--- src/rtl/i2c_master_byte_sequencer_top_assert.svh ---
// Assertion macros for the byte sequencer.
// Both sample on clk and are disabled while arst_n is low.
`ifndef I2C_MASTER_BYTE_SEQUENCER_TOP_ASSERT_SVH
`define I2C_MASTER_BYTE_SEQUENCER_TOP_ASSERT_SVH

// The consequent holds in the same cycle as the antecedent.
`define I2CMBS_ASSERT_SAME(label, ante, cons) \
	label: assert property (@(posedge clk) disable iff (!arst_n) (ante) |-> (cons)) \
		else $error("i2cmbs same-cycle check failed");

// The consequent holds in the cycle after the antecedent.
`define I2CMBS_ASSERT_NEXT(label, ante, cons) \
	label: assert property (@(posedge clk) disable iff (!arst_n) (ante) |=> (cons)) \
		else $error("i2cmbs next-cycle check failed");

`endif

--- src/rtl/i2cmbs_pkg.sv ---
package i2cmbs_pkg;

	// Data bytes per transfer are clamped to this
	localparam int unsigned MAX_BYTES = 256;

	localparam int unsigned LEN_W = 9;
	localparam int unsigned IDX_W = 3;

	// Configuration register indexes
	localparam logic [IDX_W-1:0] REG_SLAVE_ADDRESS    = 3'd0;
	localparam logic [IDX_W-1:0] REG_READ_DIRECTION   = 3'd1;
	localparam logic [IDX_W-1:0] REG_TRANSFER_LENGTH  = 3'd2;
	localparam logic [IDX_W-1:0] REG_HOLD_FOR_RESTART = 3'd3;
	localparam logic [IDX_W-1:0] REG_PROBE_ONLY       = 3'd4;

	// Line actions
	localparam logic [1:0] ACT_NONE  = 2'd0;
	localparam logic [1:0] ACT_START = 2'd1;
	localparam logic [1:0] ACT_STOP  = 2'd2;

	// Shift counts
	localparam logic [3:0] BITS_NONE = 4'd0;
	localparam logic [3:0] BITS_ONE  = 4'd1;
	localparam logic [3:0] BITS_BYTE = 4'd8;

	localparam logic [7:0] BYTE_ZERO = 8'h00;
	localparam logic [7:0] BYTE_ONES = 8'hFF;

	typedef enum logic [7:0] {
		PH_START      = 8'b0000_0001,
		PH_ADDR_ACK   = 8'b0000_0010,
		PH_ADDR_CHECK = 8'b0000_0100,
		PH_SEND_ACK   = 8'b0000_1000,
		PH_PREP_STOP  = 8'b0001_0000,
		PH_DATA_ACK   = 8'b0010_0000,
		PH_DATA_CHECK = 8'b0100_0000,
		PH_STOP       = 8'b1000_0000
	} phase_t;

	typedef struct packed {
		logic [7:0]       slave_address;
		logic             read_direction;
		logic [LEN_W-1:0] transfer_length;
		logic             hold_for_restart;
		logic             probe_only;
	} cfg_t;

	typedef struct packed {
		logic [7:0] shift_load;
		logic [3:0] shift_bits;
		logic       sda_drive;
		logic [1:0] line_action;
		logic [7:0] rx_byte;
		logic       rx_valid;
		logic       tx_taken;
		logic       present_flag;
		logic       transfer_done;
	} result_t;

endpackage

--- src/rtl/i2cmbs_ifs.sv ---
interface i2cmbs_item_if;
	logic       valid;
	logic       ready;
	logic [7:0] shift_in;
	logic [7:0] tx_byte;

	modport source (output valid, output shift_in, output tx_byte, input ready);
	modport sink   (input valid, input shift_in, input tx_byte, output ready);
endinterface

interface i2cmbs_result_if;
	logic       valid;
	logic       ready;
	logic [7:0] shift_load;
	logic [3:0] shift_bits;
	logic       sda_drive;
	logic [1:0] line_action;
	logic [7:0] rx_byte;
	logic       rx_valid;
	logic       tx_taken;
	logic       present_flag;
	logic       transfer_done;

	modport source (output valid, output shift_load, output shift_bits, output sda_drive,
		output line_action, output rx_byte, output rx_valid, output tx_taken,
		output present_flag, output transfer_done, input ready);
	modport sink (input valid, input shift_load, input shift_bits, input sda_drive,
		input line_action, input rx_byte, input rx_valid, input tx_taken,
		input present_flag, input transfer_done, output ready);
endinterface

interface i2cmbs_cfg_if;
	logic       valid;
	logic       ready;
	logic [2:0] index;
	logic [8:0] data;

	modport source (output valid, output index, output data, input ready);
	modport sink   (input valid, input index, input data, output ready);
endinterface

--- src/rtl/i2cmbs_seq.sv ---
module i2cmbs_seq (
	input  logic               clk,
	input  logic               arst_n,
	input  logic               step,
	input  i2cmbs_pkg::cfg_t   cfg,
	input  logic [7:0]         shift_in,
	input  logic [7:0]         tx_byte,
	output i2cmbs_pkg::result_t res
);
	import i2cmbs_pkg::*;

	phase_t           phase_q, phase_d;
	logic [LEN_W-1:0] cnt_q, cnt_d;
	logic             seen_q, seen_d;
	logic [LEN_W-1:0] len;
	logic             nack;

	// effective length: zero acts as one, clamp at MAX_BYTES
	always_comb begin
		len = cfg.transfer_length;
		if (len == '0)
			len = LEN_W'(1);
		if ({{(32-LEN_W){1'b0}}, len} > 32'(MAX_BYTES))
			len = LEN_W'(MAX_BYTES);
	end

	assign nack = shift_in[0];

	always_comb begin
		phase_d = phase_q;
		cnt_d   = cnt_q;
		seen_d  = seen_q;
		res = '0;
		res.shift_load  = shift_in;
		res.shift_bits  = BITS_NONE;
		res.line_action = ACT_NONE;
		unique case (phase_q)
			PH_START: begin
				cnt_d  = '0;
				seen_d = 1'b0;
				res.line_action = ACT_START;
				res.shift_load  = {cfg.slave_address[7:1], cfg.read_direction};
				res.shift_bits  = BITS_BYTE;
				res.sda_drive   = 1'b1;
				phase_d = PH_ADDR_ACK;
			end
			PH_ADDR_ACK: begin
				res.shift_bits = BITS_ONE;
				phase_d = PH_ADDR_CHECK;
			end
			PH_ADDR_CHECK: begin
				if (!cfg.read_direction) begin
					res.sda_drive = 1'b1;
					if (nack || cfg.probe_only) begin
						seen_d = !nack;
						res.shift_load = BYTE_ZERO;
						res.shift_bits = BITS_ONE;
						phase_d = PH_STOP;
					end else begin
						seen_d = 1'b1;
						res.shift_load = tx_byte;
						res.shift_bits = BITS_BYTE;
						res.tx_taken   = 1'b1;
						cnt_d   = cnt_q + LEN_W'(1);
						phase_d = PH_DATA_ACK;
					end
				end else if (nack) begin
					res.sda_drive  = 1'b1;
					res.shift_load = BYTE_ZERO;
					res.shift_bits = BITS_ONE;
					phase_d = PH_PREP_STOP;
				end else begin
					seen_d = 1'b1;
					res.shift_bits = BITS_BYTE;
					phase_d = PH_SEND_ACK;
				end
			end
			PH_SEND_ACK: begin
				res.sda_drive  = 1'b1;
				res.shift_bits = BITS_ONE;
				res.rx_byte    = shift_in;
				res.rx_valid   = 1'b1;
				// more bytes to come: ack, else nack the last one
				if ({1'b0, cnt_q} + (LEN_W+1)'(2) <= {1'b0, len}) begin
					res.shift_load = BYTE_ZERO;
					cnt_d   = cnt_q + LEN_W'(1);
					phase_d = PH_ADDR_CHECK;
				end else begin
					res.shift_load = BYTE_ONES;
					phase_d = PH_PREP_STOP;
				end
			end
			PH_PREP_STOP: begin
				res.sda_drive  = 1'b1;
				res.shift_load = BYTE_ZERO;
				res.shift_bits = BITS_ONE;
				phase_d = PH_STOP;
			end
			PH_DATA_ACK: begin
				res.shift_bits = BITS_ONE;
				phase_d = PH_DATA_CHECK;
			end
			PH_DATA_CHECK: begin
				res.sda_drive = 1'b1;
				if (cnt_q >= len) begin
					// SDA held high for a repeated start: no stop forms
					res.shift_load = cfg.hold_for_restart ? BYTE_ONES : BYTE_ZERO;
					res.shift_bits = BITS_ONE;
					phase_d = PH_STOP;
				end else begin
					res.shift_load = tx_byte;
					res.shift_bits = BITS_BYTE;
					res.tx_taken   = 1'b1;
					cnt_d   = cnt_q + LEN_W'(1);
					phase_d = PH_DATA_ACK;
				end
			end
			PH_STOP: begin
				res.shift_load    = BYTE_ONES;
				res.line_action   = ACT_STOP;
				res.transfer_done = 1'b1;
				phase_d = PH_START;
			end
			default: begin
				phase_d = PH_START;
			end
		endcase
		res.present_flag = seen_d;
	end

	always_ff @(posedge clk or negedge arst_n) begin
		if (!arst_n) begin
			phase_q <= PH_START;
			cnt_q   <= '0;
			seen_q  <= 1'b0;
		end else if (step) begin
			phase_q <= phase_d;
			cnt_q   <= cnt_d;
			seen_q  <= seen_d;
		end
	end

endmodule

--- src/rtl/i2c_master_byte_sequencer_top.sv ---
// Channel   Dir   Handshake      Payload
// item      in    valid/ready    shift_in, tx_byte (one shift-complete event)
// result    out   valid/ready    shift_load .. transfer_done (one per item)
// cfg       in    valid/ready    index (3 bits), data (9 bits); ready tied high
//
// Each accepted item passes the item register (_s1) and then the result register;
// one item per cycle sustained while the result is taken. The rate is set by the
// phase/counter update in the sequencer, which sits between those two registers.
// A stalled result holds in its register; the item stage still takes a request
// if it is empty, then ready drops until the result drains.
// arst_n clears both valid flags, puts the phase back to start and the config at reset values.
`include "i2c_master_byte_sequencer_top_assert.svh"

module i2c_master_byte_sequencer_top (
	input  logic             clk,
	input  logic             arst_n,
	i2cmbs_item_if.sink      item,
	i2cmbs_result_if.source  result,
	i2cmbs_cfg_if.sink       cfg
);
	import i2cmbs_pkg::*;

	cfg_t       cfg_q;
	logic       item_valid_s1;
	logic [7:0] shift_in_s1;
	logic [7:0] tx_byte_s1;
	logic       res_valid_q;
	result_t    res_q;
	result_t    res_d;
	logic       step;

	// ---- configuration registers; writes must only arrive while idle: a user rule, unchecked here ----
	assign cfg.ready = 1'b1;

	always_ff @(posedge clk or negedge arst_n) begin
		if (!arst_n) begin
			cfg_q.slave_address    <= '0;
			cfg_q.read_direction   <= 1'b0;
			cfg_q.transfer_length  <= LEN_W'(1);
			cfg_q.hold_for_restart <= 1'b0;
			cfg_q.probe_only       <= 1'b0;
		end else if (cfg.valid) begin
			unique case (cfg.index)
				REG_SLAVE_ADDRESS:    cfg_q.slave_address    <= cfg.data[7:0];
				REG_READ_DIRECTION:   cfg_q.read_direction   <= cfg.data[0];
				REG_TRANSFER_LENGTH:  cfg_q.transfer_length  <= cfg.data;
				REG_HOLD_FOR_RESTART: cfg_q.hold_for_restart <= cfg.data[0];
				REG_PROBE_ONLY:       cfg_q.probe_only       <= cfg.data[0];
				default: ;  // unmapped index: write dropped
			endcase
		end
	end

	// ---- pipeline control ----
	// step: the item in s1 is processed and its result moves to the output reg
	assign step       = item_valid_s1 && (!res_valid_q || result.ready);
	assign item.ready = !item_valid_s1 || step;

	// item register
	always_ff @(posedge clk or negedge arst_n) begin
		if (!arst_n)
			item_valid_s1 <= 1'b0;
		else if (item.ready)
			item_valid_s1 <= item.valid;
	end

	always_ff @(posedge clk) begin
		if (item.valid && item.ready) begin
			shift_in_s1 <= item.shift_in;
			tx_byte_s1  <= item.tx_byte;
		end
	end

	// ---- phase sequencer ----
	i2cmbs_seq u_seq (
		.clk      (clk),
		.arst_n   (arst_n),
		.step     (step),
		.cfg      (cfg_q),
		.shift_in (shift_in_s1),
		.tx_byte  (tx_byte_s1),
		.res      (res_d)
	);

	// ---- result register ----
	always_ff @(posedge clk or negedge arst_n) begin
		if (!arst_n)
			res_valid_q <= 1'b0;
		else if (step)
			res_valid_q <= 1'b1;
		else if (result.ready)
			res_valid_q <= 1'b0;
	end

	always_ff @(posedge clk) begin
		if (step)
			res_q <= res_d;
	end

	assign result.valid         = res_valid_q;
	assign result.shift_load    = res_q.shift_load;
	assign result.shift_bits    = res_q.shift_bits;
	assign result.sda_drive     = res_q.sda_drive;
	assign result.line_action   = res_q.line_action;
	assign result.rx_byte       = res_q.rx_byte;
	assign result.rx_valid      = res_q.rx_valid;
	assign result.tx_taken      = res_q.tx_taken;
	assign result.present_flag  = res_q.present_flag;
	assign result.transfer_done = res_q.transfer_done;

	// ---- checks ----
	// a full item stage behind a stalled result must not take another request
	`I2CMBS_ASSERT_SAME(a_stall_blocks_item, item_valid_s1 && res_valid_q && !result.ready, !item.ready)
	// every processed item shows up as a result in the next cycle
	`I2CMBS_ASSERT_NEXT(a_step_gives_result, step, result.valid)
	// a received byte is never reported together with a buffer advance, and always with SDA driven
	`I2CMBS_ASSERT_SAME(a_rx_not_tx, res_valid_q && res_q.rx_valid, !res_q.tx_taken && res_q.sda_drive)

endmodule

--- src/flat_wrapper.sv ---
// flat-port wrapper written by rule: the top's interface ports become plain ports
module i2c_master_byte_sequencer_top_flat import i2cmbs_pkg::*;
  (clk, arst_n, item_valid, item_shift_in, item_tx_byte, item_ready, result_valid, result_shift_load, result_shift_bits, result_sda_drive, result_line_action, result_rx_byte, result_rx_valid, result_tx_taken, result_present_flag, result_transfer_done, result_ready, cfg_valid, cfg_index, cfg_data, cfg_ready);
  i2cmbs_item_if item_i ();
  i2cmbs_result_if result_i ();
  i2cmbs_cfg_if cfg_i ();
  input  logic clk;
  input  logic arst_n;
  input wire logic [$bits(item_i.valid)-1:0] item_valid;
  input wire logic [$bits(item_i.shift_in)-1:0] item_shift_in;
  input wire logic [$bits(item_i.tx_byte)-1:0] item_tx_byte;
  output wire logic [$bits(item_i.ready)-1:0] item_ready;
  output wire logic [$bits(result_i.valid)-1:0] result_valid;
  output wire logic [$bits(result_i.shift_load)-1:0] result_shift_load;
  output wire logic [$bits(result_i.shift_bits)-1:0] result_shift_bits;
  output wire logic [$bits(result_i.sda_drive)-1:0] result_sda_drive;
  output wire logic [$bits(result_i.line_action)-1:0] result_line_action;
  output wire logic [$bits(result_i.rx_byte)-1:0] result_rx_byte;
  output wire logic [$bits(result_i.rx_valid)-1:0] result_rx_valid;
  output wire logic [$bits(result_i.tx_taken)-1:0] result_tx_taken;
  output wire logic [$bits(result_i.present_flag)-1:0] result_present_flag;
  output wire logic [$bits(result_i.transfer_done)-1:0] result_transfer_done;
  input wire logic [$bits(result_i.ready)-1:0] result_ready;
  input wire logic [$bits(cfg_i.valid)-1:0] cfg_valid;
  input wire logic [$bits(cfg_i.index)-1:0] cfg_index;
  input wire logic [$bits(cfg_i.data)-1:0] cfg_data;
  output wire logic [$bits(cfg_i.ready)-1:0] cfg_ready;
  assign item_i.valid = item_valid;
  assign item_i.shift_in = item_shift_in;
  assign item_i.tx_byte = item_tx_byte;
  assign item_ready = item_i.ready;
  assign result_valid = result_i.valid;
  assign result_shift_load = result_i.shift_load;
  assign result_shift_bits = result_i.shift_bits;
  assign result_sda_drive = result_i.sda_drive;
  assign result_line_action = result_i.line_action;
  assign result_rx_byte = result_i.rx_byte;
  assign result_rx_valid = result_i.rx_valid;
  assign result_tx_taken = result_i.tx_taken;
  assign result_present_flag = result_i.present_flag;
  assign result_transfer_done = result_i.transfer_done;
  assign result_i.ready = result_ready;
  assign cfg_i.valid = cfg_valid;
  assign cfg_i.index = cfg_index;
  assign cfg_i.data = cfg_data;
  assign cfg_ready = cfg_i.ready;
  i2c_master_byte_sequencer_top u_core (.clk(clk), .arst_n(arst_n), .item(item_i), .result(result_i), .cfg(cfg_i));
endmodule
--- config.mk ---
export PLATFORM = sky130hd
export DESIGN_NAME = i2c_master_byte_sequencer_top_flat
export DESIGN_NICKNAME = d
export VERILOG_FILES = /design/src/rtl/i2cmbs_pkg.sv /design/src/rtl/i2cmbs_ifs.sv /design/src/rtl/i2cmbs_seq.sv /design/src/rtl/i2c_master_byte_sequencer_top.sv /design/src/flat_wrapper.sv
export VERILOG_INCLUDE_DIRS = /design/src /design/src/rtl
export SDC_FILE = /design/constraint.sdc
export NUM_CORES = 1
export LEC_CHECK = 0
export ABC_CLOCK_PERIOD_IN_PS = 3900
export BUFFER_PORTS_ARGS = -buffer_cell sky130_fd_sc_hd__clkbuf_2
export CORE_MARGIN = 4
export CORE_UTILIZATION = 57
export CTS_CLUSTER_DIAMETER = 40
export CTS_CLUSTER_SIZE = 10
export DETAILED_ROUTE_END_ITERATION = 12
export PLACE_DENSITY = 0.8
export SYNTH_ARGS = -nofsm -noshare
export SYNTH_HDL_FRONTEND = slang
export SYNTH_SLANG_ARGS = --single-unit
--- constraint.sdc ---
create_clock -name clk -period 3.9 [get_ports clk]
set_clock_uncertainty 0.2 [all_clocks]
set_input_delay 0.975 -clock clk [delete_from_list [all_inputs] [get_ports clk]]
set_output_delay 0.975 -clock clk [all_outputs]
set_load 0.02 [all_outputs]
# Word level (Yosys, flattened, before mapping)
# Index checks and enable logic that the tools add are counted.
[totals] output_inout_bits=30 mem_count=0 regBits=83 mem_bits_ro=0 input_bits=33 latchBits=0 ram_bits=0 word_cells=99
[classes] reduce_logical=20 eq_ne=16 bitwise_logic=0 n_div=0 n_shift=0 muxes=37 n_mul=0 n_addsub=2 magnitude_cmp=3
[ops] operator="$pmux 8 s7" count=1
[ops] operator="$mux 9" count=6
[ops] operator="$mux 8" count=6
[ops] operator="$pmux 8 s6" count=1
[ops] operator="$pmux 9 s4" count=1
[ops] operator="$mux 12" count=2
[ops] operator="$pmux 4 s4" count=1
[ops] operator="$mux 13" count=1
[ops] operator="$mux 1" count=11
[ops] operator="$add 9x2->10 const B" count=1
[ops] operator="$le 10x9->1" count=1
[ops] operator="$mux 5" count=2
[ops] operator="$reduce_and 2->1" count=5
[ops] operator="$add 9x1->9 const B" count=1
[ops] operator="$ge 9x9->1" count=1
[ops] operator="$gt 9x9->1 const B" count=1
[ops] operator="$logic_not 9->1" count=1
[ops] operator="$eq 8x1->1 const B" count=1
[ops] operator="$eq 8x2->1 const B" count=1
[ops] operator="$eq 8x3->1 const B" count=1
[ops] operator="$eq 8x4->1 const B" count=1
[ops] operator="$eq 8x5->1 const B" count=1
[ops] operator="$eq 8x6->1 const B" count=1
[ops] operator="$eq 8x7->1 const B" count=1
[ops] operator="16 further kinds" count=28

# Depth between registers and ports, before layout
# Gate-level depths: netlist of the first run.
[depth] depth_word=7 ltp_mapped=13 mapped_depth_nobuf=12

# Hierarchy
# A second synthesis of the first run with hierarchy kept.
[hier_totals] cells_unflattened=351 hier_area_um2=4177.8
[by_module_without_submodules] mod="i2c_master_byte_sequencer_top" area_each_um2=2190.9 instances=1 cells_each=99 seq_area_each_um2=1843.0
[by_module_without_submodules] mod="i2cmbs_seq" area_each_um2=1986.9 instances=1 cells_each=252 seq_area_each_um2=451.7

# Worst setup path after synthesis of the first run
# OpenSTA, ideal clock, no wires.
[synth_path] path_type="input to register" from="input result_ready" to="register u_core.u_seq.cnt_q[6]" arrival_time_ps=2620 setup_time_ps=133 required_ps=3567 path_slack_ps=946 cell_stages=8 n_path_buf=1 path_cell_list="nand2b_1 -> nand2_1 -> inv_1 -> o211a_1 -> a21bo_1 -> buf_6 -> o31ai_2 -> o41ai_2"
[synth_between] elab_chain_len=3
[synth_lines] item="from (decl)" line="flat_wrapper.sv:23" text="input wire logic [$bits(result_i.ready)-1:0] result_ready;"
[synth_lines] item="$logic_or 1x1->1" line="i2c_master_byte_sequencer_top.sv:56" text="assign step = item_valid_s1 && (!res_valid_q || result.ready);"
[synth_lines] item="$logic_and 1x1->1" line="i2c_master_byte_sequencer_top.sv:56"
[synth_lines] item="net u_core.step" line="i2c_master_byte_sequencer_top.sv:30" text="logic step;"
[synth_lines] item="$reduce_and 6->1 (no line)"
[synth_lines] item="to (signal assigned)" line="i2cmbs_seq.sv:138" text="cnt_q <= cnt_d;"
[synth_lines] item="to (decl)" line="i2cmbs_seq.sv:13" text="logic [LEN_W-1:0] cnt_q, cnt_d;"
# The timed path passes the listed nets, and every way through them passes these cells.
# A chain may end at the register's enable or synchronous reset.

==> results of run 1 <==
[synth_stat cells (4+ instances only)]
library cell | number | area, sq um
sky130_fd_sc_hd__o21ai_0 | 9 | 45.0
sky130_fd_sc_hd__a21oi_2 | 9 | 78.8
sky130_fd_sc_hd__ha_1 | 19 | 238
sky130_fd_sc_hd__nand2b_1 | 4 | 25.0
sky130_fd_sc_hd__o21ai_1 | 7 | 35.0
sky130_fd_sc_hd__nor3_1 | 4 | 20.0
sky130_fd_sc_hd__nor2_1 | 36 | 135
sky130_fd_sc_hd__a222oi_1 | 7 | 70.1
sky130_fd_sc_hd__xnor2_1 | 4 | 35.0
sky130_fd_sc_hd__nand3_1 | 9 | 45.0
sky130_fd_sc_hd__nand2_1 | 27 | 101
sky130_fd_sc_hd__edfxtp_1 | 41 | 1230
sky130_fd_sc_hd__dfrtp_1 | 37 | 926
sky130_fd_sc_hd__o31ai_1 | 7 | 52.6
sky130_fd_sc_hd__buf_6 | 5 | 56.3
sky130_fd_sc_hd__clkbuf_1 | 4 | 15.0
sky130_fd_sc_hd__inv_1 | 9 | 33.8
sky130_fd_sc_hd__and2_1 | 9 | 56.3
sky130_fd_sc_hd__a21oi_1 | 10 | 50.1
sky130_fd_sc_hd__mux2_2 | 19 | 214
[final cells by class]
cell class / instances / area [sq um]
fill: 544 / 2250
sequential: 80 / 2210
multi-input combinational: 250 / 1800
timing repair buffer: 61 / 310
clock buffer: 12 / 188
tap: 96 / 120
inverter: 11 / 41.3
clock inverter: 4 / 31.3
[placed cells by master, fill, tap and decap left out, drive strengths merged, types with 3 or more instances in the layout]
cell type / synthesis / layout
nand2b: 5 / 5
nor3: 4 / 4
or4b: 4 / 4
nor3b: 3 / 3
o21ai: 17 / 17
o41ai: 3 / 3
conb: 2 / 3
a222oi: 7 / 7
nand4: 3 / 3
nand2: 27 / 27
ha: 19 / 19
mux2: 19 / 19
edfxtp: 41 / 41
a21oi: 19 / 19
a22o: 3 / 3
clkinv: 1 / 3
nor2: 37 / 37
a21o: 3 / 3
nand3: 10 / 10
nor4: 3 / 3
clkbuf: 4 / 71
dfrtp: 37 / 37
xnor2: 4 / 4
inv: 10 / 11
a211o: 4 / 4
o31ai: 8 / 8
a211oi: 4 / 4
xor2: 3 / 3
and2: 10 / 10
[metal layers]
metal | up-vias | part of all wire, % | wire length [um] | track usage, %
met1 | 1454 | 43 | 3910 | 29.5
met3 | 18 | 6.3 | 578 | 5.39
met4 | 0 | 1.6 | 142 | 6.11
met2 | 119 | 49 | 4480 | 35.7
met5 | - | 0 | 0 | 0
li1 | 1440 | - | - | -
[worst paths after layout]
path,start,endpoint,slack (ps),cells after the start
min in group asynchronous,arst_n,u_core.u_seq.phase_q[3],560,1
min,u_core.cfg_q[1],u_core.cfg_q[1],320,1
max in group asynchronous,arst_n,u_core.result.valid,2330,1
max,u_core.u_seq.cnt_q[2],u_core.result.shift_load[2],500,12
min reg2reg,u_core.cfg_q[1],u_core.cfg_q[1],320,1
max reg2reg,u_core.u_seq.cnt_q[2],u_core.result.shift_load[2],500,12
[worst reg2reg max path: stages, from the launching register on]
cell,delay (ps)
sky130_fd_sc_hd__dfrtp_1,430
sky130_fd_sc_hd__ha_1,300
sky130_fd_sc_hd__nand2_1,80
sky130_fd_sc_hd__nor2_1,90
sky130_fd_sc_hd__nand2_1,70
sky130_fd_sc_hd__xnor2_1,200
sky130_fd_sc_hd__ha_1,290
sky130_fd_sc_hd__a21o_1,200
sky130_fd_sc_hd__a211oi_1,240
sky130_fd_sc_hd__o21a_1,210
sky130_fd_sc_hd__a211o_1,210
sky130_fd_sc_hd__and4b_1,520
sky130_fd_sc_hd__a21oi_2,110
[cell families after synthesis]
kind of cell,Yosys count,share of synthesized area (%)
simple gates,123,16.1
flops,80,53.2
compound gates,79,14.6
buf+inv,24,3.61
fa+ha+maj,19,5.72
mux,19,5.15
xor+xnor,7,1.48
other cells,2,0.181
[state kept, by name, indices dropped and copies added (netlist names), 2 cells and up]
signal,count
u_core.shift_in_s1,8
u_core.tx_byte_s1,8
u_core.cfg_q,19
u_core.u_seq.phase_q,8
u_core.u_seq.cnt_q,9
u_core.result.shift_load,8
u_core.result.rx_byte,8
u_core.result.line_action,2
u_core.result.shift_bits,2
[report_power, final]
group	internal (mW)	total (mW)	switching, mW
clock network	0.329	0.636	0.307
registers	1.06	1.16	0.0980
logic	0.301	0.781	0.480
total	1.69	2.58	0.885
==> run metrics, run 1 <==
NumNets Final 465; min Tclk post-route 3400 ps; post-detailed-route count of antenna-violating nets 0; Post-Synthesis Cell Area 4150 sq um; run status finished clean; floorplan row count 30; number of CTS-inserted buffers 9; maximum cell stage delay along the critical path 520 ps; class of the tightest hold or removal check flop to flop; detailed-route wire length per cell 17.7 um; number of enable flip-flop cells after synthesis 41; maximum capacitance violations 0; hold-fix buffer count after cts 0; Tot GR Track Use 22.0%; Power Total 2.58 mW; I/O pin count 63; post-CTS sizing 0; maximum buffer depth of the clock tree 2; initial standard-cell utilization of the core 59.8%; RSZ-0062 raised after global routing false; count of synthesis-stage warnings from yosys 0; Sum Neg Setup Slack 0 ps; FF+latch count, synth 80; Tcrit/Tclk final 87.2%; primary flip-flop cell chosen by synthesis mapping sky130_fd_sc_hd__edfxtp_1; placed inst area 4480 sq um; via count of the first global-routing pass 2892; Final Non-Filler Cells 514; critical path start-end classification flop to flop; count of buffers inserted at the top-level ports 59; critical path capture point type flop; drt drc 0; Leak 1.98 nW; count of buffering cells on the critical path with inverters included 0; area overhead of the layout relative to synthesis 13.1%; clock root buffer master sky130_fd_sc_hd__clkbuf_8; peak clock frequency supported by timing 294 MHz; placement-stage worst setup slack 519 ps; number of H-tree branching levels 3; slowest cell on the critical path sky130_fd_sc_hd__and4b_1; post-layout util 67.6%; worst slew margin relative to its limit 34.6%; Slew @ Worst Pin 981 ps; Hold Violations, Final 0; maximum vdd drop 0.000268 V; HPWL reported at the end of detailed placement 6830 um; final WL 9110 um; pin count of the biggest net entering global routing 40; fin worst setup slack 500 ps; vertical die dimension 93.4 um; total number of clock tree sinks 80; finished layout cell area 4700 sq um; number of cells produced by synthesis 353; sequential share of the synthesized area 53.2%; Skew-Pair Late Insertion Delay 360 ps; cells traversed along the worst timing path ha_1, nand2_1, nor2_1, nand2_1, xnor2_1, ha_1, a21o_1, a211oi_1, o21a_1, a211o_1, and4b_1, a21oi_2; Async SR Flop Fraction 48.8%; wire length of the first global-routing pass 14800 um; final global-route overflow total 0; fraction of final layout cells sized beyond drive strength 1 29.9%; count of final setup violators 0; Data arrival, critical path 3290 ps; diode insertion count for antenna repair 0; via density per instance 5.90; Pins Over Slew Limit 0; clock transition at the register clock pins on the worst setup and hold paths after CTS 90 ps; CORE AREA 6940 sq um; critical path data required time 3790 ps; number of distinct library cells after synthesis 69; family with the most delay on the worst path compound AO/OA/AOI/OAI gates; placer's final routability congestion estimate 0.923; TritonCTS clock tree built; overall die width 93.4 um; first-iteration detailed-routing DRC count 210; buffers inserted by post-CTS timing repair 0; DP Cell Count 498; highest fanout seen on the critical path 8; number of antenna violations at the first check in global routing 0; Hold Worst Slack 321 ps; number of iterations in the first detailed-routing pass 5; startpoint type of the worst setup path flop; Power Density 549 nW/um^2; Via Count 3031; Die Footprint 8720 sq um; average footprint of a synthesized cell 11.8 sq um
(Power assumes the default switching activity.)
==> run 2, diff against run 1 <==
Settings changed: CELL_PAD_IN_SITES_DETAIL_PLACEMENT set to 1, CELL_PAD_IN_SITES_GLOBAL_PLACEMENT set to 1, CORE_ASPECT_RATIO set to 1.4, CORE_UTILIZATION 57 to 45, PLACE_DENSITY 0.8 to not set, PLACE_DENSITY_LB_ADDON set to 0.1.
==> run metrics, run 2 (synthesis gave the netlist of run 1 again) <==
run status finished clean; layout filler cell count 997 (+83%); worst setup path startpoint u_core.u_seq.cnt_q[2]; number of antenna violations at the first check in global routing 0 (unchanged); reg2reg start u_core.u_seq.cnt_q[2]; drt drc 0 (unchanged); FF+latch area 2210 sq um (unchanged); post-detailed-route count of antenna-violating nets 0 (unchanged); Tcrit/Tclk final 90.6% (+3.4 points); post-CTS sizing 0 (unchanged); maximum cell stage delay along the critical path 540 ps (+20 ps); critical path capture point type flop; final global-route overflow total 0 (unchanged); Leak 2.02 nW (+1.9%); Final Non-Filler Cells 527 (+2.5%); wire length of the first global-routing pass 17400 um (+17%); Sum Neg Setup Slack 0 ps (unchanged); slack of the worst reg-to-reg path 370 ps (-130 ps); number of H-tree branching levels 3 (unchanged); highest fanout seen on the critical path 8 (unchanged); Skew-Pair Late Insertion Delay 330 ps (-30 ps); area overhead of the layout relative to synthesis 15.2%; Power Total 2.76 mW (+7.1%); placer's final routability congestion estimate 0.909 (-1.6%); fraction of final layout cells sized beyond drive strength 1 29.8% (-0.14 points); share of power burned in combinational logic 29.4% (-0.9 points); count of buffering cells on the critical path with inverters included 0 (unchanged); worst slew margin relative to its limit 29.6% (-5.0 points); peak clock frequency supported by timing 283 MHz (-3.8%); maximum capacitance violations 0 (unchanged); family with the most delay on the worst path compound AO/OA/AOI/OAI gates; Power Density 577 nW/um^2 (+5.1%); first-iteration detailed-routing DRC count 188 (-10%); clock transition at the register clock pins on the worst setup and hold paths after CTS 60 ps (-30 ps); startpoint type of the worst setup path flop; vertical die dimension 122 um (+30%); multi-input combinational cell area 1800 sq um (unchanged); CORE AREA 9030 sq um (+30%); Die Footprint 10900 sq um (+25%); initial standard-cell utilization of the core 46.0% (-14 points); cells traversed along the worst timing path ha_1, nand2_1, nor2_1, nand2_1, xnor2_1, ha_1, a21o_1, a211oi_1, o21a_1, a211o_1, and4b_1, a21oi_2; min Tclk post-route 3530 ps (+133 ps); finished layout cell area 4780 sq um (+1.9%); critical path data required time 3760 ps (-30 ps); Slew @ Worst Pin 1060 ps (+75.3 ps); hold-fix buffer count after cts 0 (unchanged); floorplan row count 41 (+37%); Register-to-Register Path Depth 12 (unchanged); maximum vdd drop 0.000356 V (+33%); switching pwr 0.929 mW (+5.0%); pin count of the biggest net entering global routing 40 (unchanged); via density per instance 5.86 (-0.70%); capture instance of the worst register-to-register path u_core.result.shift_load[4]; top library cells by usage in the layout, fill and taps aside sky130_fd_sc_hd__clkbuf_2, sky130_fd_sc_hd__edfxtp_1, sky130_fd_sc_hd__dfrtp_1, sky130_fd_sc_hd__nor2_1, sky130_fd_sc_hd__nand2_1; Pins Over Slew Limit 0 (unchanged); count of buffers inserted at the top-level ports 59 (unchanged); Via Count 3086 (+1.8%); count of final setup violators 0 (unchanged); overall die width 89.2 um (-4.5%); via count of the first global-routing pass 3347 (+16%); total number of clock tree sinks 80 (unchanged); I/O pin count 63 (unchanged); DP Cell Count 511 (+2.6%); internal power 1.83 mW (+8.2%); clock root buffer master sky130_fd_sc_hd__clkbuf_16; HPWL reported at the end of detailed placement 8110 um (+19%); placed inst area 4510 sq um (+0.64%); maximum buffer depth of the clock tree 2 (unchanged); Sw Ratio 33.7% (-0.66 points); number of iterations in the first detailed-routing pass 4 (-1); Crit path depth 12 (unchanged); most common library cell in the layout ignoring fill and taps sky130_fd_sc_hd__clkbuf_2; slowest cell on the critical path sky130_fd_sc_hd__and4b_1; TritonCTS clock tree built; Tot GR Track Use 21.3% (-0.74 points); number of CTS-inserted buffers 9 (unchanged); flip-flop count of the largest register, all copies and words added 19 (unchanged); detailed-route wire length per cell 20.3 um (+15%); NumNets Final 467 (+0.43%); critical path start-end classification flop to flop; class of the tightest hold or removal check flop to flop; Data arrival, critical path 3390 ps (+100 ps); RSZ-0062 raised after global routing false; final WL 10700 um (+18%); diode insertion count for antenna repair 0 (unchanged); top register by number of flip-flops u_core.cfg_q; proportion of power drawn by the clock network 28.4% (+3.7 points); post-layout util 53.0% (-15 points); buffers inserted by post-CTS timing repair 0 (unchanged); crit path to u_core.result.shift_load[4]; Hold Violations, Final 0 (unchanged); Flop pwr share 42.2% (-2.9 points); registers with the most flip-flops u_core.cfg_q x19, u_core.u_seq.cnt_q x9
## run 2: changes by cell type in the layout (fill, tap and decap cells not counted)
cell | before | now
sky130_fd_sc_hd__clkbuf_8 | 10 | 2
sky130_fd_sc_hd__clkbuf_16 | 2 | 9
sky130_fd_sc_hd__buf_4 | 2 | 4
sky130_fd_sc_hd__clkbuf_1 | 0 | 2
sky130_fd_sc_hd__clkinv_2 | 0 | 2
sky130_fd_sc_hd__clkinv_4 | 2 | 0
sky130_fd_sc_hd__inv_4 | 1 | 0
## run 2: per-layer routing
layer | wire length, um | vias to the layer above | global-route usage (%)
li1 | - | 1448 | -
met1 | 4290 | 1526 | 25.5
met2 | 5570 | 89 | 35.9
met3 | 520 | 23 | 4.60
met4 | 332 | 0 | 9.59
met5 | 0 | - | 0
## run 2: worst min path at each step
stage / startpoint / slack [ps] / end / cells after the start
after global placement: u_core.item_valid_s1 / 270 / u_core.result.valid / 1
after CTS: u_core.item_valid_s1 / 310 / u_core.result.valid / 1
after global routing: u_core.item_valid_s1 / 320 / u_core.result.valid / 1
final: u_core.item_valid_s1 / 300 / u_core.result.valid / 1
after detailed placement: u_core.item_valid_s1 / 300 / u_core.result.valid / 1
after floorplan: u_core.item_valid_s1 / 260 / u_core.result.valid / 1
## run 2: cell type report
class	instances	share of cell area, %
timing repair buffer	63	6.80
tap	107	2.80
sequential	80	46.2
multi-input combinational	250	37.6
clock buffer	13	5.44
clock inverter	3	0.366
inverter	11	0.863
## run 2: metrics by stage
step           setup WS (ps)  hold slack, ps
2_1_floorplan            946             257
3_5_place_dp             439             295
5_1_grt                  211             317
3_3_place_gp             587             271
6_report                 367             300
4_1_cts                  436             306
## run 2: worst register-to-register path: stages (launching register included)
cell	delay [ps]
sky130_fd_sc_hd__dfrtp_1	420
sky130_fd_sc_hd__ha_1	300
sky130_fd_sc_hd__nand2_1	80
sky130_fd_sc_hd__nor2_1	100
sky130_fd_sc_hd__nand2_1	80
sky130_fd_sc_hd__xnor2_1	240
sky130_fd_sc_hd__ha_1	300
sky130_fd_sc_hd__a21o_1	200
sky130_fd_sc_hd__a211oi_1	280
sky130_fd_sc_hd__o21a_1	230
sky130_fd_sc_hd__a211o_1	190
sky130_fd_sc_hd__and4b_1	540
sky130_fd_sc_hd__a21oi_2	100
## run 2: power groups by stage
| stage | Sequential [mW] | Clock [mW] | Combinational [mW] |
|---|---|---|---|
| after floorplan | 1.22 | 0 | 0.570 |
| after global placement | 1.18 | 0 | 0.784 |
| after detailed placement | 1.18 | 0 | 0.817 |
| after CTS | 1.17 | 0.801 | 0.818 |
| after global routing | 1.19 | 0.852 | 0.890 |
| final | 1.17 | 0.784 | 0.811 |
==> run 3, diff against run 2 <==
Settings changed: CAP_MARGIN set to 15, CORE_UTILIZATION 45 to 46, SYNTH_HIERARCHICAL set to 1.
==> run metrics, run 3 <==
run status finished clean; layout filler cell count 964 (-3.3%); number of CTS-inserted buffers 9 (unchanged); NumNets Final 463 (-0.86%); placed inst area 4530 sq um (+0.47%); number of cells produced by synthesis 349 (-1.1%); wire length of the first global-routing pass 16500 um (-4.7%); first-iteration detailed-routing DRC count 157 (-16%); Skew-Pair Late Insertion Delay 340 ps (about the same); placer's final routability congestion estimate 0.820 (-9.7%); count of buffering cells on the critical path with inverters included 0 (unchanged); Hold Violations, Final 0 (unchanged); final global-route overflow total 0 (unchanged); fraction of final layout cells sized beyond drive strength 1 28.6% (-1.2 points); number of iterations in the first detailed-routing pass 6 (+2); fin worst setup slack 316 ps (-51.0 ps); hold path startpoint u_core/item_valid_s1; worst setup path startpoint u_core/u_seq/cnt_q[2]; floorplan row count 40 (-2.4%); post-CTS sizing 0 (unchanged); Tcrit/Tclk final 91.9% (+1.3 points); top register by number of flip-flops u_core/cfg_q; peak clock frequency supported by timing 279 MHz (-1.4%); overall die width 88.2 um (-1.1%); Leak 2.00 nW (-1.0%); maximum buffer depth of the clock tree 2 (unchanged); via count of the first global-routing pass 3246 (-3.0%); average footprint of a synthesized cell 11.9 sq um (+0.87%); maximum vdd drop 0.000351 V (-1.4%); FF+latch area 2270 sq um (+2.7%); critical path capture point type flop; reg2reg start u_core/u_seq/cnt_q[2]; finished layout cell area 4800 sq um (+0.42%); Post-Synthesis Cell Area 4140 sq um (-0.27%); post-layout util 55.2% (+2.2 points); Die Footprint 10600 sq um (-2.3%); Pins Over Slew Limit 0 (unchanged); I/O pin count 63 (unchanged); flip-flop count of the largest register, all copies and words added 19 (unchanged); maximum capacitance violations 0 (unchanged); number of H-tree branching levels 3 (unchanged); post-detailed-route count of antenna-violating nets 0 (unchanged); slowest cell on the critical path sky130_fd_sc_hd__dfrtp_1; critical path data required time 3760 ps (about the same); detailed-route wire length per cell 19.6 um (-3.5%); placement-stage worst setup slack 396 ps (-43.3 ps); Slew @ Worst Pin 1040 ps (-20.2 ps); top library cells by usage in the layout, fill and taps aside sky130_fd_sc_hd__clkbuf_2, sky130_fd_sc_hd__edfxtp_1, sky130_fd_sc_hd__dfrtp_1, sky130_fd_sc_hd__a21oi_1, sky130_fd_sc_hd__nor2_1; diode insertion count for antenna repair 0 (unchanged); critical path start-end classification flop to flop; multi-input combinational cell area 1720 sq um (-4.2%); vertical die dimension 120 um (-1.1%); HPWL reported at the end of detailed placement 7460 um (-8.1%); CORE AREA 8710 sq um (-3.5%); maximum cell stage delay along the critical path 470 ps (-70 ps); via density per instance 5.79 (-1.1%); count of synthesis-stage warnings from yosys 6 (+6); Hold Worst Slack 291 ps (-9.20 ps); min Tclk post-route 3580 ps (+51.0 ps); cells traversed along the worst timing path ha_1, nand4_1, xnor2_1, ha_1, a21o_1, a21oi_1, nand4_1, a21oi_1, nor2_1, a311oi_4, a31oi_1; registers with the most flip-flops u_core/cfg_q x19, u_core/u_seq/cnt_q x9; count of final setup violators 0 (unchanged); Sum Neg Setup Slack 0 ps (unchanged); hold-fix buffer count after cts 0 (unchanged); area overhead of the layout relative to synthesis 16.0%; Power Density 573 nW/um^2 (-0.73%); most common library cell in the layout ignoring fill and taps sky130_fd_sc_hd__clkbuf_2; RSZ-0062 raised after global routing false; count of buffers inserted at the top-level ports 61 (+3.4%); pin count of the biggest net entering global routing 40 (unchanged); clock root buffer master sky130_fd_sc_hd__clkbuf_16; total number of clock tree sinks 82 (+2.5%); number of antenna violations at the first check in global routing 0 (unchanged); TritonCTS clock tree built; buffers inserted by post-CTS timing repair 0 (unchanged); class of the tightest hold or removal check flop to flop; initial standard-cell utilization of the core 47.6% (+1.6 points); final WL 10200 um (-4.6%); startpoint type of the worst setup path flop; Tot GR Track Use 20.5% (-0.77 points); family with the most delay on the worst path compound AO/OA/AOI/OAI gates; drt drc 0 (unchanged); highest fanout seen on the critical path 8 (unchanged); worst slew margin relative to its limit 30.2% (+0.59 points); Data arrival, critical path 3440 ps (+50 ps); clock transition at the register clock pins on the worst setup and hold paths after CTS 60 ps (about the same); Via Count 3018 (-2.2%)
-- run 3: stage by stage --
stage               total power, mW  cells
detailed placement             1.98    505
CTS                            2.78    521
floorplan                      1.73    350
finish                         2.75    521
global placement               1.94    505
global route                   2.91    521
-- run 3: path summary, 6_finish.rpt --
path	endpoint	slack [ps]	cells after the start
min in group asynchronous	u_core/u_seq/cnt_q[7]	600	1
max in group asynchronous	u_core/cfg_q[4]	2280	1
worst min register to register	u_core/result.valid	290	1
worst min-delay path	u_core/result.valid	290	1
worst max register to register	u_core/result.shift_load[6]	320	11
worst max-delay path	u_core/result.shift_load[6]	320	11
-- run 3: area by class of cell --
cell class / instances / area share, %
Timing Repair Buffer: 66 / 7.14
Clock inverter: 7 / 1.07
Clock buffer: 9 / 4.69
Inverter: 17 / 1.33
Sequential cell: 82 / 47.2
Tap cell: 105 / 2.73
Multi-Input combinational cell: 235 / 35.8
-- run 3: power by group --
part | switching, mW | internal (mW)
Clock | 0.353 | 0.437
Sequential | 0.103 | 1.08
Combinational | 0.467 | 0.311
-- run 3: per-layer routing --
layer,global-route usage (%),up-vias,part of all wire [%]
li1,-,1424,-
met1,25.5,1498,41
met2,34.8,82,53
met3,3.48,14,3.9
met4,8.32,0,2.3
met5,0,-,0
